$ cat config.mk
export PLATFORM = sky130hd
export DESIGN_NAME = ptq_front
export DESIGN_NICKNAME = d
export VERILOG_FILES = /design/src/rtl/ptq_pkg.sv /design/src/rtl/ptq_front.sv
export SDC_FILE = /design/constraint.sdc
export NUM_CORES = 1
export LEC_CHECK = 0
export BUFFER_PORTS_ARGS = -buffer_cell sky130_fd_sc_hd__buf_2
export CORE_MARGIN = 2
export CORE_UTILIZATION = 49
export CTS_CLUSTER_SIZE = 30
export DETAILED_ROUTE_END_ITERATION = 12
export PLACE_DENSITY = 0.83
export SLEW_MARGIN = 20
export SYNTH_ARGS = -nofsm -noshare
export SYNTH_HDL_FRONTEND = slang
export SYNTH_SLANG_ARGS = --single-unit
$ cat constraint.sdc
create_clock -name i_clk -period 2.3 [get_ports i_clk]
set_clock_uncertainty 0.1 [all_clocks]
set_input_delay 0.345 -clock i_clk [delete_from_list [all_inputs] [get_ports i_clk]]
set_output_delay 0.345 -clock i_clk [all_outputs]
set_load 0.02 [all_outputs]
$ cat src/rtl/ptq_pkg.sv
// Shared types, codes and constants for the priority transmit queue.
// No dependencies; imported by every module of the block except ptq_ram.
`timescale 1ns / 1ps

package ptq_pkg;

    // defaults for the top-level parameters
    localparam int QUEUE_DEPTH_DEF = 128;
    localparam int NUM_PRIO_DEF    = 3;

    // queue index carried between modules: enough for up to 8 priorities
    localparam int QIDX_W   = 3;
    localparam int NORMAL_Q = 1;

    localparam int BID_W  = 8;
    localparam int LEN_W  = 11;
    localparam int DESC_W = BID_W + LEN_W;
    localparam int PEND_W = 8;
    localparam int OPRI_W = 2;

    localparam int TDATA_W    = 32;
    localparam int APB_ADDR_W = 3;
    localparam int APB_DATA_W = 32;

    localparam logic [PEND_W-1:0] MAX_PENDING_RST = 8'd100;
    localparam logic [PEND_W-1:0] RESUME_THR_RST  = 8'd20;

    // request queue between front and back
    localparam int FQ_DEPTH = 2;
    localparam int FQ_PTR_W = $clog2(FQ_DEPTH);
    localparam int FQ_CNT_W = $clog2(FQ_DEPTH + 1);

    typedef logic [QIDX_W-1:0] t_qidx;

    typedef enum logic [1:0] {
        REQ_ENQ   = 2'd0,
        REQ_DEQ   = 2'd1,
        REQ_FLUSH = 2'd2,
        REQ_NOP   = 2'd3
    } t_req;

    typedef enum logic [1:0] {
        ST_OK    = 2'd0,
        ST_BUSY  = 2'd1,
        ST_FULL  = 2'd2,
        ST_EMPTY = 2'd3
    } t_status;

    typedef enum logic {
        CFG_MAX_PENDING = 1'b0,
        CFG_RESUME_THR  = 1'b1
    } t_cfg_idx;

    typedef enum logic {
        BS_IDLE = 1'b0,
        BS_READ = 1'b1
    } t_bstate;

    // classified request handed from front to back
    typedef struct packed {
        t_req             kind;
        t_qidx            q;
        logic [BID_W-1:0] bid;
        logic [LEN_W-1:0] flen;
    } t_cmd;

    typedef struct packed {
        t_status           status;
        logic [BID_W-1:0]  bid;
        logic [LEN_W-1:0]  flen;
        logic [OPRI_W-1:0] prio;
        logic              paused;
        logic [PEND_W-1:0] pend;
    } t_result;

endpackage

$ cat src/rtl/ptq_front.sv
// Front end: accepts request transactions, maps the priority and queues the
// classified command for the back end. Depends on ptq_pkg.
`timescale 1ns / 1ps

module ptq_front import ptq_pkg::*; #(
    parameter int NUM_PRIORITIES = NUM_PRIO_DEF
) (
    input  logic               i_clk,
    input  logic               i_rst_n,
    input  logic               i_tvalid,
    output logic               o_tready,
    input  logic [1:0]         i_tuser,   // req_type
    input  logic [TDATA_W-1:0] i_tdata,   // priority_req, buffer_id, frame_length
    output logic               o_cmd_valid,
    output t_cmd               o_cmd,
    input  logic               i_cmd_pop
);

    t_cmd                r_fq [FQ_DEPTH];
    logic [FQ_PTR_W-1:0] r_wr_ptr;
    logic [FQ_PTR_W-1:0] r_rd_ptr;
    logic [FQ_CNT_W-1:0] r_count;
    t_cmd                w_cmd_in;
    logic                w_push;
    logic                w_pop;

    // out-of-range priorities fall back to the normal queue
    always_comb begin
        w_cmd_in.kind = t_req'(i_tuser);
        w_cmd_in.q    = (i_tdata[7:0] >= 8'(NUM_PRIORITIES)) ? t_qidx'(NORMAL_Q)
                                                              : i_tdata[QIDX_W-1:0];
        w_cmd_in.bid  = i_tdata[15:8];
        w_cmd_in.flen = i_tdata[26:16];
    end

    assign o_tready    = (r_count != FQ_CNT_W'(FQ_DEPTH));
    assign w_push      = i_tvalid && o_tready;
    assign o_cmd_valid = (r_count != '0);
    assign w_pop       = i_cmd_pop && o_cmd_valid;
    assign o_cmd       = r_fq[r_rd_ptr];

    always_ff @(posedge i_clk) begin
        if (!i_rst_n) begin
            r_wr_ptr <= '0;
            r_rd_ptr <= '0;
            r_count  <= '0;
        end else begin
            if (w_push) begin
                r_wr_ptr <= (r_wr_ptr == FQ_PTR_W'(FQ_DEPTH - 1)) ? '0 : r_wr_ptr + 1'b1;
            end
            if (w_pop) begin
                r_rd_ptr <= (r_rd_ptr == FQ_PTR_W'(FQ_DEPTH - 1)) ? '0 : r_rd_ptr + 1'b1;
            end
            if (w_push && !w_pop) begin
                r_count <= r_count + 1'b1;
            end else if (w_pop && !w_push) begin
                r_count <= r_count - 1'b1;
            end
        end
    end

    always_ff @(posedge i_clk) begin
        if (w_push) begin
            r_fq[r_wr_ptr] <= w_cmd_in;
        end
    end

endmodule

[Word-level counts from Yosys, hierarchy flattened]
Memory sizes are Yosys's and may differ from the RTL's. A register that Yosys moved wholly into a read port is not among the register bits.
Index checks and enable logic that the tools add are counted.
Word-level totals
  register bits: 4
  input bits: 38
  logic and storage cells: 27
  memories: 1
  output and inout port bits: 26
  memory bits (writable): 48
Memory list
  r_fq: words 2, bits a word 24, read ports 1, clocked after memory_dff 1, write ports 1, RTL line ptq_front.sv:19  | t_cmd r_fq [FQ_DEPTH];
Cells by class
  reduce and logical (&&, ||, !) cells: 8
  mux-type cells: 9
  order comparisons: 1
  equal/unequal tests: 1
  add/subtract/negate cells: 4
Operator list (number)
  >= comparator 8 x 2 -> 1 bit, second input constant: 1
  2-to-1 mux 1 bit: 6
  logical AND 1 bit: 4
  2-to-1 mux 2 bit: 2
  nonzero test 2 bit: 2
  2-to-1 mux 3 bit: 1
  adder 1 bit, second input constant: 2
  adder 2 x 1 -> 2 bit, second input constant: 1
  logical NOT 1 bit: 2
  inequality test 2 bit, second input constant: 1
  subtractor 2 x 1 -> 2 bit, second input constant: 1

[Logic depth before layout (Yosys ltp)]
  depth in word-level cells: 6
  gate-level depth with buffers: 6

[Worst setup path before layout]
OpenSTA, ideal clock, no wires.
  path kind: flip-flop to flip-flop
  from: register r_count[0]
  to: memory r_fq[1][0] (netlist bit), enable pin
  cell stages (with the launch flop): 3
  path buffers: 0
  arrival: 1.256 ns
  setup slack: 0.562 ns
  period minus slack after synthesis: 1.738 ns
  cells stage by stage: dfxtp_1 nand2b_4 and3_1
On the way
  word-level cells in the longest chain between the ends: 4
RTL lines
  start: declaration: RTL line ptq_front.sv:22  | logic [FQ_CNT_W-1:0] r_count;
  start signal: assignment: RTL line ptq_front.sv:55  | r_count <= r_count + 1'b1;
  start signal: assignment: RTL line ptq_front.sv:57  | r_count <= r_count - 1'b1;
  inequality test 2 bit: RTL line ptq_front.sv:36  | assign o_tready = (r_count != FQ_CNT_W'(FQ_DEPTH));
  named net o_tready: RTL line ptq_front.sv:11  | output logic o_tready,
  logical AND 1 bit: RTL line ptq_front.sv:37  | assign w_push = i_tvalid && o_tready;
  2-to-1 mux 1 bit: RTL line ptq_front.sv:63  | if (w_push) begin
  2-to-1 mux 1 bit (implied by the code): RTL line ptq_front.sv:64  | r_fq[r_wr_ptr] <= w_cmd_in;
  end: declaration: RTL line ptq_front.sv:19
The timed path passes the listed nets, and every way through them passes these cells.

==> run_results.csv <==
group,metric,value,unit
status,status,"finished, final reports clean",
sta,fin_crit_sh,78.08,%
floorplanning,start_util,50.22,%
clock_network,insertion_delay,0.28,ns
synth,synth_ff_type,"edfxtp_1",
detailed_routing,drc,0,
clock_network,cts_setup_buffers,0,
layout,areaGrowthSynthToFinish,23.46,%
worst_setup_path,cp_num_buf_inv,2,
synth,yosys_register_bits,53,
worst_setup_path,crit_required,1.86,ns
worst_setup_path,path_cells,"buf_4 -> mux2_2 -> buf_2",
synth,seq_area_frac_synth,77.29,%
worst_setup_path,crit_slowest_cell,"mux2_2",
detailed_routing,vias_per_cell,5.031,
synth,ys_top_cells_by_count,"48 x edfxtp_1, 24 x mux2_2, 5 x dfxtp_1",
synth,synth_edf_count,48,
detailed_routing,first_pass_iters,4,
clock_network,path_clk_slew,0.09,ns
worst_setup_path,start_kind,"flip-flop",
layout,nets,212,
layout,num_antenna_cells,0,
sta,holdWs,0.1360,ns
sta,fmax,556.8,MHz
worst_setup_path,critPathCaptureType,"output port",
worst_setup_path,crit_arrival,1.35,ns
job,cap_violations,0,
floorplanning,die_y,67.80,um
power,p_total,2.555,mW
global_route,first_global_vias,1170,
clock_network,cts_buffers,5,
clock_network,cts_root_buffer,"clkbuf_8",
detailed_routing,drtIter0Drc,62,
synth,ys_warn_count,0,
global_route,grt_pass1_wl,4.899,mm
sta,period_needed,1.796,ns
layout,fillerInstances,306,
layout,drive_gt1_share,55.75,%
worst_setup_path,worst-path-max-fanout,13,
power,p_leak,0.9487,nW
global_route,grt_use_total,14.79,%
synth,synth.most_common_cell,"edfxtp_1",
floorplanning,dieArea,0.004597,sq mm
place,hpwl,2.569,mm
power,p_per_area,1037,mW/mm^2
global_route,antenna_found_initial,0,
clock_network,htreeDepth,2,
synth,yosys.area.top_type,"edfxtp_1",
sta,setup_viol,0,
synth,synth_top_area_share,72.27,%
detailed_routing,wl_per_cell,15.40,um
place,portBuffers,58,
global_route,grt_start_max_net_pins,16,
floorplanning,rows,23,
power,vdd_drop_max,0.6681,mV
clock_network,cts_hold_buf,0,
sta,drv_slew,0,
detailed_routing,wirelength,3.449,mm
place,gp_congestion,0.6815,
synth,ys_top_cells_by_area,"edfxtp_1 72%, mux2_2 14%, dfxtp_1 5.0%",
global_route,grt_overflow_total,0,
worst_setup_path,cp_top_family,"buffers and inverters",
worst_hold_path,hp-class,"primary input to flip-flop",
worst_setup_path,critical_path_class,"flip-flop to output port",
synth,syn_area,0.001994,sq mm
clock_network,cts_resized,0,
floorplanning,coreArea,0.003971,sq mm
clock_network,cts_tree,"built",
detailed_routing,ant_nets,0,
sta,hold_viol_final,0,
worst_setup_path,slowest_delay,0.36,ns
detailed_routing,vias,1127,
synth,syn_inst,104,
sta,rsz0062_at_grt,"false",
synth,syn_area_per_cell,19.18,sq um
clock_network,cts_max_path_buffers,2,
clock_network,cts_sinks,53,
floorplanning,io_pins,64,
synth,async_reset_ff_share,0,%
sta,setup_tns,0,ns
synth,yosysUniqueCellTypes,23,
floorplanning,fp.dieW,67.80,um
==> worst paths after layout <==
kind	from	slack, ns	depth (start not counted)	end
max	flip-flop	0.50	3	o_cmd[10]
min	i_tdata[13]	0.14	1	r_fq[1][16]$_DFFE_PP_
max reg2reg	r_count[0]$_SDFFE_PN0P_	0.60	5	r_count[1]$_SDFFE_PN0P_
min reg2reg	r_wr_ptr$_SDFFE_PN0P_	0.49	2	r_wr_ptr$_SDFFE_PN0P_
==> layout by cell type (no fill, tap or decap) <==
master and instances:
buf_2 58, edfxtp_1 48, mux2_2 24, buf_4 6, dfxtp_1 5, clkbuf_8 5
and2_1 4, and3_1 2, xnor2_1 2, clkinv_1 2, conb_1 2, nand2b_4 1
nor4_1 1, nor3_1 1, nand2_1 1, or2_2 1, o21ai_1 1, nand3b_1 1
inv_1 1, a21bo_2 1, a21boi_0 1, xor2_1 1, o21ai_0 1, or3_1 1
a21boi_1 1, ha_1 1, clkinv_2 1
==> power breakdown <==
part           switching (mW)  total, mW  internal (mW)
Clock                   0.272      0.477          0.205
Combinational           0.462      0.823          0.361
Sequential             0.0518       1.25           1.20
==> final cells by class <==
class	instances	area (sq um)	area share, %
tap	50	62.56	2.541
sequential	53	1541	62.60
multi-input combinational	48	437.9	17.78
clock inverter	3	12.51	0.5081
timing repair buffer	64	335.3	13.62
clock buffer	5	68.82	2.795
inverter	1	3.754	0.1524
==> metal layers <==
metal / track usage (%) / wire [um] / vias to the layer above
met5: 0 / 0 / -
met4: 4.500 / 19 / 0
met3: 4.667 / 215 / 2
met2: 27.57 / 1893 / 36
met1: 15.85 / 1321 / 556
li1: - / - / 533
==> kinds of logic (layout without fill, tap and decap cells) <==
logic type                 count (synthesis)  after routing  synth area share [%]
xor gates and xnor gates                   3              3                 1.318
and+or+nand+nor                           13             13                 4.329
adders and majority gates                  1              1                0.6273
other                                      1              2                0.1880
buffers and inverters                      4             73                0.9406
AOI/OAI and AO/OA                          5              5                 1.756
muxes                                     24             24                 13.55
DFF                                       53             53                 77.29
==> registers in the layout (all words and copies together), names as in the netlist, named ones only <==
signal / flops
r_rd_ptr: 1
r_wr_ptr: 1
r_fq: 48
r_count: 2
==> metrics by stage <==
stage / util (%) / worst slack [ns] / std cells / cell area (sq um)
after floorplan: - / 0.5615 / 105 / 1998
after global placement: 59.96 / 0.7038 / 216 / 2381
after detailed placement: 59.96 / 0.6182 / 216 / 2381
after CTS: 62.00 / 0.4762 / 224 / 2462
after global routing: 62.00 / 0.4407 / 224 / 2462
final: 62.00 / 0.5042 / 224 / 2462
(Power assumes the default switching activity.)
